--- src/sv/isort_pkg.sv ---
package isort_pkg;

    localparam int MAX_COUNT_DEF = 32;
    localparam int VALUE_W       = 32;
    localparam int MOVES_W       = 11;

    typedef enum logic [0:0] {
        ST_FILL,
        ST_DRAIN
    } isort_state_t;

    // Per-cycle commands broadcast to every cell of the chain
    typedef struct packed {
        logic insert;
        logic shift;
    } isort_cell_ctrl_t;

endpackage

--- src/sv/isort_cell.sv ---
module isort_cell
    import isort_pkg::*;
(
    input  logic                        clk,
    input  isort_cell_ctrl_t            ctrl,
    input  logic signed [VALUE_W-1:0]   key,
    input  logic                        occupied,
    input  logic                        at_tail,
    input  logic                        left_gt,
    input  logic signed [VALUE_W-1:0]   left_value,
    input  logic signed [VALUE_W-1:0]   right_value,
    output logic signed [VALUE_W-1:0]   value,
    output logic                        gt,
    output logic                        boundary
);

    logic signed [VALUE_W-1:0] value_reg;
    logic signed [VALUE_W-1:0] value_next;

    assign value    = value_reg;
    // Strictly greater only: equal keys stay below the new one
    assign gt       = occupied && (value_reg > key);
    assign boundary = gt && !left_gt;

    always_comb
    begin
        value_next = value_reg;
        if (ctrl.insert)
        begin
            if (left_gt)
                value_next = left_value;
            else if (gt || at_tail)
                value_next = key;
        end
        else if (ctrl.shift)
        begin
            value_next = right_value;
        end
    end

    always_ff @(posedge clk)
    begin
        value_reg <= value_next;
    end

endmodule

--- src/sv/insertion_sort_engine.sv ---
// Stable insertion sorter built as a chain of cells, one element per cell.
// Input channel (value, last_element; in_valid/in_ready) takes one list element
// per beat, one beat per cycle while the list fills. All cells compare against
// the new element at once; larger ones move up a place in the same cycle.
// The beat flagged last_element ends the list. From the next cycle the chain
// drains out of cell 0 in ascending order on the output channel (sorted_value,
// end_of_list, moves_total, dropped; out_valid/out_ready), one beat per cycle
// while out_ready is high. end_of_list marks the final beat; moves_total and
// dropped are constant across the list. During the drain the chain shifts one
// cell toward cell 0 per output beat. in_ready is low during the drain.
// Elements arriving while MAX_COUNT are held are discarded and set dropped.
// A receiver stall holds the output beat and freezes the chain.
// Reset (rst_n, asynchronous, active low) empties the chain and clears the
// move count and drop flag; no clearing pass is needed.
module insertion_sort_engine
    import isort_pkg::*;
#(
    parameter int MAX_COUNT = MAX_COUNT_DEF
)
(
    input  logic                        clk,
    input  logic                        rst_n,
    input  logic                        in_valid,
    output logic                        in_ready,
    input  logic signed [VALUE_W-1:0]   value,
    input  logic                        last_element,
    output logic                        out_valid,
    input  logic                        out_ready,
    output logic signed [VALUE_W-1:0]   sorted_value,
    output logic                        end_of_list,
    output logic [MOVES_W-1:0]          moves_total,
    output logic                        dropped
);

    localparam int CW = $clog2(MAX_COUNT + 1);
    localparam int IW = $clog2(MAX_COUNT);

    isort_state_t      state_reg, state_next;
    logic [CW-1:0]     count_reg, count_next;
    logic [MOVES_W-1:0] moves_reg, moves_next;
    logic              overflow_reg, overflow_next;

    isort_cell_ctrl_t  ctrl;
    logic              in_fire, out_fire, has_room;

    logic signed [VALUE_W-1:0] cell_value [MAX_COUNT];
    logic                      cell_gt    [MAX_COUNT];
    logic                      cell_bound [MAX_COUNT];

    logic [IW-1:0]     first_idx;
    logic              any_gt;
    logic [CW-1:0]     delta;

    assign in_ready  = (state_reg == ST_FILL);
    assign out_valid = (state_reg == ST_DRAIN);
    assign in_fire   = in_valid && in_ready;
    assign out_fire  = out_valid && out_ready;
    assign has_room  = (count_reg < CW'(MAX_COUNT));

    assign sorted_value = cell_value[0];
    assign end_of_list  = (count_reg == CW'(1));
    assign moves_total  = moves_reg;
    assign dropped      = overflow_reg;

    assign ctrl.insert = in_fire && has_room;
    assign ctrl.shift  = out_fire;

    genvar i;
    generate
        for (i = 0; i < MAX_COUNT; i++)
        begin : g_cell
            logic                      left_gt_w;
            logic signed [VALUE_W-1:0] left_value_w;
            logic signed [VALUE_W-1:0] right_value_w;

            if (i == 0)
            begin : g_first
                assign left_gt_w    = 1'b0;
                assign left_value_w = value;
            end
            else
            begin : g_mid
                assign left_gt_w    = cell_gt[i-1];
                assign left_value_w = cell_value[i-1];
            end

            if (i == MAX_COUNT - 1)
            begin : g_end
                assign right_value_w = cell_value[i];
            end
            else
            begin : g_inner
                assign right_value_w = cell_value[i+1];
            end

            isort_cell u_cell (
                .clk         (clk),
                .ctrl        (ctrl),
                .key         (value),
                .occupied    (CW'(i) < count_reg),
                .at_tail     (CW'(i) == count_reg),
                .left_gt     (left_gt_w),
                .left_value  (left_value_w),
                .right_value (right_value_w),
                .value       (cell_value[i]),
                .gt          (cell_gt[i]),
                .boundary    (cell_bound[i])
            );
        end
    endgenerate

    // Greater cells form one run ending at the tail; its first cell sets the move count
    always_comb
    begin
        first_idx = '0;
        any_gt    = 1'b0;
        for (int k = 0; k < MAX_COUNT; k++)
        begin
            if (cell_bound[k])
                first_idx = first_idx | IW'(k);
            any_gt = any_gt | cell_bound[k];
        end
        delta = any_gt ? (count_reg - {{(CW-IW){1'b0}}, first_idx}) : '0;
    end

    always_comb
    begin
        state_next    = state_reg;
        count_next    = count_reg;
        moves_next    = moves_reg;
        overflow_next = overflow_reg;
        case (state_reg)
            ST_FILL:
            begin
                if (in_fire)
                begin
                    if (has_room)
                    begin
                        count_next = count_reg + CW'(1);
                        moves_next = moves_reg + MOVES_W'(delta);
                    end
                    else
                    begin
                        overflow_next = 1'b1;
                    end
                    if (last_element)
                        state_next = ST_DRAIN;
                end
            end
            ST_DRAIN:
            begin
                if (out_fire)
                begin
                    count_next = count_reg - CW'(1);
                    if (count_reg == CW'(1))
                    begin
                        moves_next    = '0;
                        overflow_next = 1'b0;
                        state_next    = ST_FILL;
                    end
                end
            end
            default:
            begin
                state_next = ST_FILL;
            end
        endcase
    end

    always_ff @(posedge clk or negedge rst_n)
    begin
        if (!rst_n)
        begin
            state_reg    <= ST_FILL;
            count_reg    <= '0;
            moves_reg    <= '0;
            overflow_reg <= 1'b0;
        end
        else
        begin
            state_reg    <= state_next;
            count_reg    <= count_next;
            moves_reg    <= moves_next;
            overflow_reg <= overflow_next;
        end
    end

    a_drain_not_empty: assert property (@(posedge clk) disable iff (!rst_n)
        out_valid |-> (count_reg != '0))
        else $error("drain with empty chain");

    a_last_starts_drain: assert property (@(posedge clk) disable iff (!rst_n)
        (in_fire && last_element) |=> out_valid)
        else $error("last beat did not start drain");

    a_clear_after_list: assert property (@(posedge clk) disable iff (!rst_n)
        (out_fire && end_of_list) |=> (in_ready && moves_reg == '0 && !overflow_reg
                                       && count_reg == '0))
        else $error("state not cleared after list");

    a_count_bounded: assert property (@(posedge clk) disable iff (!rst_n)
        count_reg <= CW'(MAX_COUNT))
        else $error("held count beyond capacity");

endmodule
--- config.mk ---
export PLATFORM = sky130hd
export DESIGN_NAME = insertion_sort_engine
export DESIGN_NICKNAME = d
export VERILOG_FILES = /design/src/sv/isort_pkg.sv /design/src/sv/isort_cell.sv /design/src/sv/insertion_sort_engine.sv
export SDC_FILE = /design/constraint.sdc
export NUM_CORES = 2
export LEC_CHECK = 0
export BUFFER_PORTS_ARGS = -buffer_cell sky130_fd_sc_hd__buf_2
export CAP_MARGIN = 20
export CORE_ASPECT_RATIO = 0.8
export CORE_MARGIN = 10
export CORE_UTILIZATION = 30
export CTS_BUF_LIST = sky130_fd_sc_hd__clkbuf_2 sky130_fd_sc_hd__clkbuf_4 sky130_fd_sc_hd__clkbuf_8
export CTS_CLUSTER_SIZE = 40
export DETAILED_ROUTE_END_ITERATION = 16
export HOLD_SLACK_MARGIN = 0.05
export PLACE_DENSITY_LB_ADDON = 0.12
export SLEW_MARGIN = 20
export SYNTH_ARGS = -nofsm -noshare
export SYNTH_HDL_FRONTEND = slang
export SYNTH_SLANG_ARGS = --single-unit
export TNS_END_PERCENT = 100
--- constraint.sdc ---
create_clock -name clk -period 11.6 [get_ports clk]
set_input_delay 1.74 -clock clk [delete_from_list [all_inputs] [get_ports clk]]
set_output_delay 1.74 -clock clk [all_outputs]
set_load 0.01 [all_outputs]
# [After elaboration in Yosys (flattened, before gate mapping)]
# Index checks and enable logic that the tools add are counted.
[totals] inputBits=37 register_bits=1043 wordCells=697 out_inout_bits=47
[classes] addsub=4 eq_ne=68 bitwise=32 muxes=325 magnitude_cmp=65 reduce_logical=167
[op_table] op="32-bit 2-to-1 mux" n=252
[op_table] op="32-bit > comparator" n=32
[op_table] op="11-bit 2-to-1 mux" n=10
[op_table] op="5-bit by 6-bit == test with 1-bit output (first input constant)" n=16
[op_table] op="5-bit by 6-bit less-than comparator with 1-bit output (first input constant)" n=16
[op_table] op="3-bit by 1-bit != test with 1-bit output (second input constant)" n=32
[op_table] op="5-bit 2-to-1 mux" n=16
[op_table] op="1-bit logical AND" n=66
[op_table] op="2-bit AND reduction" n=32
[op_table] op="4-bit by 6-bit == test with 1-bit output (first input constant)" n=8
[op_table] op="4-bit by 6-bit less-than comparator with 1-bit output (first input constant)" n=8
[op_table] op="6-bit 2-to-1 mux" n=8
[op_table] op="1-bit logical OR" n=32
[op_table] op="4-bit 2-to-1 mux" n=8
[op_table] op="1-bit logical NOT" n=31
[op_table] op="1-bit bitwise OR" n=31
[op_table] op="3-bit by 6-bit == test with 1-bit output (first input constant)" n=4
[op_table] op="3-bit by 6-bit less-than comparator with 1-bit output (first input constant)" n=4
[op_table] op="11-bit case mux with 2 select lines" n=1
[op_table] op="1-bit 2-to-1 mux" n=21
[op_table] op="2-bit by 6-bit == test with 1-bit output (first input constant)" n=2
[op_table] op="1-bit by 6-bit less-than comparator with 1-bit output (first input constant)" n=2
[op_table] op="2-bit by 6-bit less-than comparator with 1-bit output (first input constant)" n=2
[op_table] op="3-bit 2-to-1 mux" n=4
[op_table] op="other kinds (18)" n=23

# [Depth between registers and ports, before layout]
[logic_depth] ltp_word=44 depth_mapped=29 depth_no_buf=26

# [By module]
# From an unflattened synthesis, not the netlist that was laid out.
[hier_totals] hier_cells=8616 hier_area_um2=80462.2
[by_module_without_submodules] mod="isort_cell" area_per_inst_um2=2449.8 cells_per_inst=260 n_inst=32
[by_module_without_submodules] mod="insertion_sort_engine" area_per_inst_um2=2067.0 cells_per_inst=296 n_inst=1

# [Worst setup path before layout]
# Ideal clock, no wire load.
[synth_timing] kind="input to register" start="in value[21]" end="reg moves_reg[9] (netlist: moves_total[9])" path_slack_ns=3.414 path_stages=25 setup_time_ns=0.131 t_required_ns=11.469 t_arrival_ns=8.054 n_path_buf=1 cell_sequence="inv_1 > clkbuf_1 > ha_1 > a21o_1 > a21o_1 > a221o_1 > a2111o_1 > o31ai_4 > nand2_4 > nor2_2 > o221ai_2 > or4b_4 > a2111o_1 > fa_1 > a21oi_1 > ha_1 > a21o_1 > a21o_1 > a21o_1 > a21oi_1 > nand2b_1 > a21oi_1 > nand3_1 > xor2_1 > nor2_1"
[synth_between] elab_chain_len=44
[synth_lines] element="from (decl)" line_no="insertion_sort_engine.sv:25" text="input logic signed [VALUE_W-1:0] value,"
[synth_lines] element="32-bit > comparator" line_no="isort_cell.sv:22" text="assign gt = occupied && (value_reg > key);"
[synth_lines] element="1-bit logical AND" line_no="isort_cell.sv:22"
[synth_lines] element="1-bit logical NOT" line_no="isort_cell.sv:23" text="assign boundary = gt && !left_gt;"
[synth_lines] element="1-bit logical AND" line_no="isort_cell.sv:23"
[synth_lines] element="1-bit 2-to-1 mux" line_no="insertion_sort_engine.sv:119" text="if (cell_bound[k])"
[synth_lines] element="2-bit 2-to-1 mux (2 in series)" line_no="insertion_sort_engine.sv:119"
[synth_lines] element="3-bit 2-to-1 mux (4 in series)" line_no="insertion_sort_engine.sv:119"
[synth_lines] element="4-bit 2-to-1 mux (8 in series)" line_no="insertion_sort_engine.sv:119"
[synth_lines] element="[... 17 more ...]"
[synth_lines] element="6-bit 2-to-1 mux (*)" line_no="insertion_sort_engine.sv:123" text="delta = any_gt ? (count_reg - {{(CW-IW){1'b0}}, first_idx}) : '0;"
[synth_lines] element="11-bit by 6-bit adder with 11-bit output (*)" line_no="insertion_sort_engine.sv:140" text="moves_next = moves_reg + MOVES_W'(delta);"
[synth_lines] element="11-bit 2-to-1 mux (*)" line_no="insertion_sort_engine.sv:137" text="if (has_room)"
[synth_lines] element="11-bit 2-to-1 mux (*)" line_no="insertion_sort_engine.sv:135" text="if (in_fire)"
[synth_lines] element="11-bit 2-to-1 mux (*)" line_no="insertion_sort_engine.sv:132" text="case (state_reg)"
[synth_lines] element="11-bit 2-to-1 mux (*)" line_no="insertion_sort_engine.sv:135"
[synth_lines] element="11-bit 2-to-1 mux (*)" line_no="insertion_sort_engine.sv:132"
[synth_lines] element="11-bit case mux with 2 select lines (*)" line_no="insertion_sort_engine.sv:132"
[synth_lines] element="to (signal assigned)" line_no="insertion_sort_engine.sv:183" text="moves_reg <= moves_next;"
[synth_lines] element="to (decl)" line_no="insertion_sort_engine.sv:40" text="logic [MOVES_W-1:0] moves_reg, moves_next;"
# Every way passes the cells marked *; elsewhere a longest branch is shown, timed or not. The select of a mux whose other input is x is not followed.
# A chain may end at the register's enable or synchronous reset.

# [Final worst setup path]
[layout_timing] start="in value[12]" end="reg moves_reg[9] (netlist: moves_total[9])"
# The elaborated chain is that of the path after synthesis.

==> parameters.txt <==
Parameter                              Value

Finish
  Final net count ... 9076
  Share of post-route cells with drive strength above 1 ... 9.329%
  Non-Filler Cell Area, Final ... 0.08522 mm^2
  Largest register FFs ... 1024
  Area Growth Syn to Fin ... 12.03%

Power
  Power per cell area ... 172.3 mW/mm^2
  Cell-internal power ... 0.008610 W
  Net switching power ... 0.006075 W
  Share of power burned in combinational logic ... 37.1%
  Max rail drop VDD ... 86.59 uV
  Clock network fraction of design power ... 26.1%
  Switching share of power ... 41.37%
  Sequential Power Share ... 36.8%
  Leakage ... 36.56 nW

Critical path
  Data required, critical path ... 12.47 ns
  Highest net fanout along the worst path ... 35
  Startpoint kind of the worst setup timing path ... primary input
  Endpoint arrival time on the critical path ... 9.89 ns
  Critical path endpoint category ... register
  Start-to-end type of the worst setup path ... primary input to register

Floorplan
  Area of the core region ... 0.2525 mm^2
  Overall die height ... 470.4 um
  Site row count ... 165
  Top Ports ... 84
  Initial Utilization ... 30.13%
  Overall die width ... 583.0 um
  Total Die Area ... 0.2742 mm^2

Global routing
  Vias in the first global route ... 63528
  Total congestion overflow after global routing ... 0
  Largest net degree at the start of global routing ... 228
  Antenna violations before repair ... 15
  Gr usage total ... 23.37%
  First-pass GRT wire length ... 477700 um

STA
  Highest achievable clock rate ... 0.1108 GHz
  Finish-stage setup viols ... 0
  Fin worst setup slack ... 2.579 ns
  Worst-case headroom to the max-slew limit ... 16.08%
  Final clock skew ... 0.1012 ns
  Accumulated negative setup slack ... 0 ns
  Unrepaired setup endpoints after global routing ... false
  Period utilisation layout ... 77.77%
  Hold Vio Cnt, Final ... 0
  Post-layout minimum cycle time ... 9.021 ns
  Final-report max-slew violation count ... 0
  Pin slew with the least headroom to its limit ... 1.247 ns

Placed design
  Instance area at placement ... 0.08129 mm^2
  Routability Congestion ... 0.8933
  Half-perimeter wire length after detailed placement ... 247900 um
  Worst slack at placement ... 1.810 ns
  Port Buffers ... 83

Clock tree
  Number of instances resized during post-cts repair ... 0
  Count of H-tree levels built during CTS ... 4
  Clock slew at reported path FFs ... 0.07 ns
  TritonCTS clock tree ... yes
  Maximum root-to-sink buffer count ... 4
  Num Clock Sinks ... 1043
  Root buffer cell ... sky130_fd_sc_hd__clkbuf_8
  Hold-fix buffer count after cts ... 0
  Number of buffers created by CTS ... 210
  Latest clock arrival within the worst-skew pair ... 1.01 ns
  Number of buffers inserted by post-CTS setup repair ... 0

Synth
  Number of flops mapped to enable cells by yosys ... 1024
  Dominant cells by area after synthesis ... sky130_fd_sc_hd__edfxtp_1 (40%), sky130_fd_sc_hd__ha_1 (17%), sky130_fd_sc_hd__mux2i_1 (7.8%)
  Yosys warns ... 0
  Netlist area before placement ... 0.07606 mm^2
  Dominant synthesized flop cell ... sky130_fd_sc_hd__edfxtp_1
  Synth Net Count ... 9056
  Count of unique library cells instantiated by Yosys ... 82
  Most area-hungry cell type in the Yosys netlist ... sky130_fd_sc_hd__edfxtp_1
  Sequential area share after synthesis ... 41.05%
  Per-instance average area after synthesis ... 9.534 um^2
  Cell count after synthesis ... 7978
  Proportion of register bits with asynchronous set or reset after synthesis ... 1.822%
  Post-synthesis sequential element count ... 1043
  Fraction of post-synthesis cell area in the top cell type by area ... 40.43%

Min path
  Hold/Removal Path Class ... register to register

Drt
  Total wire length ... 335500 um
  Mean number of vias per cell ... 5.695
  DRC Markers ... 0
  Count of vias placed by the detailed router ... 65464
  Antenna viol nets, final ... 0
  Number of search-and-repair iterations in the first detailed-routing pass ... 6
  Average detailed-routed wire length per instance ... 29.19 um
  First-iteration detailed-routing DRC count ... 6817

Flow run
  Count of max-cap constraint violations ... 0

Outcome
  Status ... complete, no violations
[placed cells by master, fill, tap and decap left out, drive strengths merged, types with 15 or more instances in the layout]
cell type | Yosys | final
a221oi | 27 | 27
ha | 1039 | 1039
o31ai | 18 | 18
o21ai | 1037 | 1037
a221o | 15 | 15
nand2 | 1324 | 1324
nand4 | 211 | 211
a21oi | 706 | 706
nor4 | 50 | 50
inv | 122 | 123
nor2 | 500 | 500
dfrtp | 19 | 19
o21a | 25 | 25
clkbuf | 439 | 286
mux2i | 595 | 595
nand2b | 17 | 17
a31oi | 127 | 127
buf | 63 | 309
o211ai | 35 | 35
nand3 | 87 | 87
a2111oi | 29 | 29
and4 | 31 | 31
a21o | 177 | 177
edfxtp | 1024 | 1024
clkinv | 0 | 69
nor2b | 57 | 57
a21boi | 16 | 16
[layer usage]
metal  share of wire [%]  global-route usage (%)
met1                  49                   35.70
met2                  41                   34.16
met3                 6.9                   3.489
met4                 2.6                   5.742
met5               0.017                       0
[worst paths after layout]
| path | depth (start not counted) | to | slack (ns) | startpoint |
|---|---|---|---|---|
| setup / recovery | 27 | moves_total[9] | 2.58 | value[12] |
| hold / removal | 2 | dropped | 0.53 | dropped |
| setup reg to reg | 23 | moves_total[9] | 4.23 | g_cell[22].u_cell.value[7] |
| hold reg to reg | 2 | dropped | 0.53 | dropped |
| max in group asynchronous | 1 | count_reg[1] | 10.49 | rst_n |
| min in group asynchronous | 1 | out_valid | 0.70 | rst_n |
[power by group through the flow]
stage	combinational, W	clock (W)	sequential [W]
after floorplan	0.00342	0	0.00515
after CTS	0.00538	0.00393	0.00538
after detailed placement	0.00536	0	0.00546
final	0.00546	0.00383	0.00540
after global routing	0.00592	0.00409	0.00543
after global placement	0.00529	0	0.00546
[through the flow]
step / hold slack (ns) / util, % / cells / power [W]
floorplan: 0.5219 / - / 7978 / 0.008572
global placement: 0.5129 / 32.12 / 11116 / 0.01076
detailed placement: 0.5116 / 32.20 / 11125 / 0.01082
CTS: 0.5285 / 33.73 / 11486 / 0.01470
global route: 0.5558 / 33.75 / 11492 / 0.01544
finish: 0.5327 / 33.75 / 11494 / 0.01468
[worst max-delay path, cell delays in order]
cell,delay [ns]
sky130_fd_sc_hd__buf_2,0.55
sky130_fd_sc_hd__inv_2,0.44
sky130_fd_sc_hd__buf_4,0.35
sky130_fd_sc_hd__buf_4,0.25
sky130_fd_sc_hd__ha_1,0.30
sky130_fd_sc_hd__nand4_1,0.16
sky130_fd_sc_hd__nor4_1,0.77
sky130_fd_sc_hd__o21ai_0,0.31
sky130_fd_sc_hd__o211ai_1,0.29
sky130_fd_sc_hd__a211o_1,0.28
sky130_fd_sc_hd__nand2_4,0.43
sky130_fd_sc_hd__nor2_2,0.39
sky130_fd_sc_hd__o221ai_2,0.19
sky130_fd_sc_hd__or4b_4,0.61
sky130_fd_sc_hd__a2111o_1,0.40
sky130_fd_sc_hd__fa_1,0.47
sky130_fd_sc_hd__a21oi_1,0.26
sky130_fd_sc_hd__ha_1,0.29
sky130_fd_sc_hd__a21o_1,0.18
sky130_fd_sc_hd__a21o_1,0.20
sky130_fd_sc_hd__a21o_1,0.19
sky130_fd_sc_hd__a21oi_1,0.20
sky130_fd_sc_hd__nand2b_1,0.14
sky130_fd_sc_hd__a21oi_1,0.10
sky130_fd_sc_hd__nand3_1,0.11
sky130_fd_sc_hd__xor2_1,0.14
sky130_fd_sc_hd__nor2_1,0.06
[final cells by class]
| cell class | count | area [um^2] |
|---|---|---|
| fillers | 26039 | 167300 |
| multi-input cells | 6311 | 43140 |
| repair buffers | 310 | 2318 |
| inverters | 122 | 457.9 |
| flip-flops and latches | 1043 | 31220 |
| well taps | 3340 | 4179 |
| clock buffers | 286 | 3517 |
| diodes | 7 | 17.52 |
| clock inverters | 75 | 361.6 |
[cell usage after synthesis (50+ instances only)]
master                     instances
sky130_fd_sc_hd__ha_1           1039
sky130_fd_sc_hd__nand4_1         210
sky130_fd_sc_hd__inv_1           122
sky130_fd_sc_hd__nor2b_1          57
sky130_fd_sc_hd__a21o_1          177
sky130_fd_sc_hd__clkbuf_1        439
sky130_fd_sc_hd__o21ai_0        1036
sky130_fd_sc_hd__nand2_1        1322
sky130_fd_sc_hd__a31oi_1         127
sky130_fd_sc_hd__nor4_1           50
sky130_fd_sc_hd__mux2i_1         595
sky130_fd_sc_hd__nand3_1          87
sky130_fd_sc_hd__a21oi_1         706
sky130_fd_sc_hd__edfxtp_1       1024
sky130_fd_sc_hd__nor2_1          499
[logic make-up (layout without fill, tap and decap cells)]
| kind of cell | Yosys count | after routing | share of synthesized area, % |
|---|---|---|---|
| fa+ha+maj | 1041 | 1041 | 17.14 |
| buf+inv | 624 | 793 | 3.115 |
| other cells | 0 | 7 | 0 |
| flops | 1043 | 1043 | 41.05 |
| simple gates | 2358 | 2358 | 13.53 |
| compound gates | 2294 | 2294 | 17.05 |
| mux | 599 | 599 | 7.889 |
| xor+xnor | 19 | 19 | 0.2188 |
Note: power is estimated with default switching activity, not from simulation.
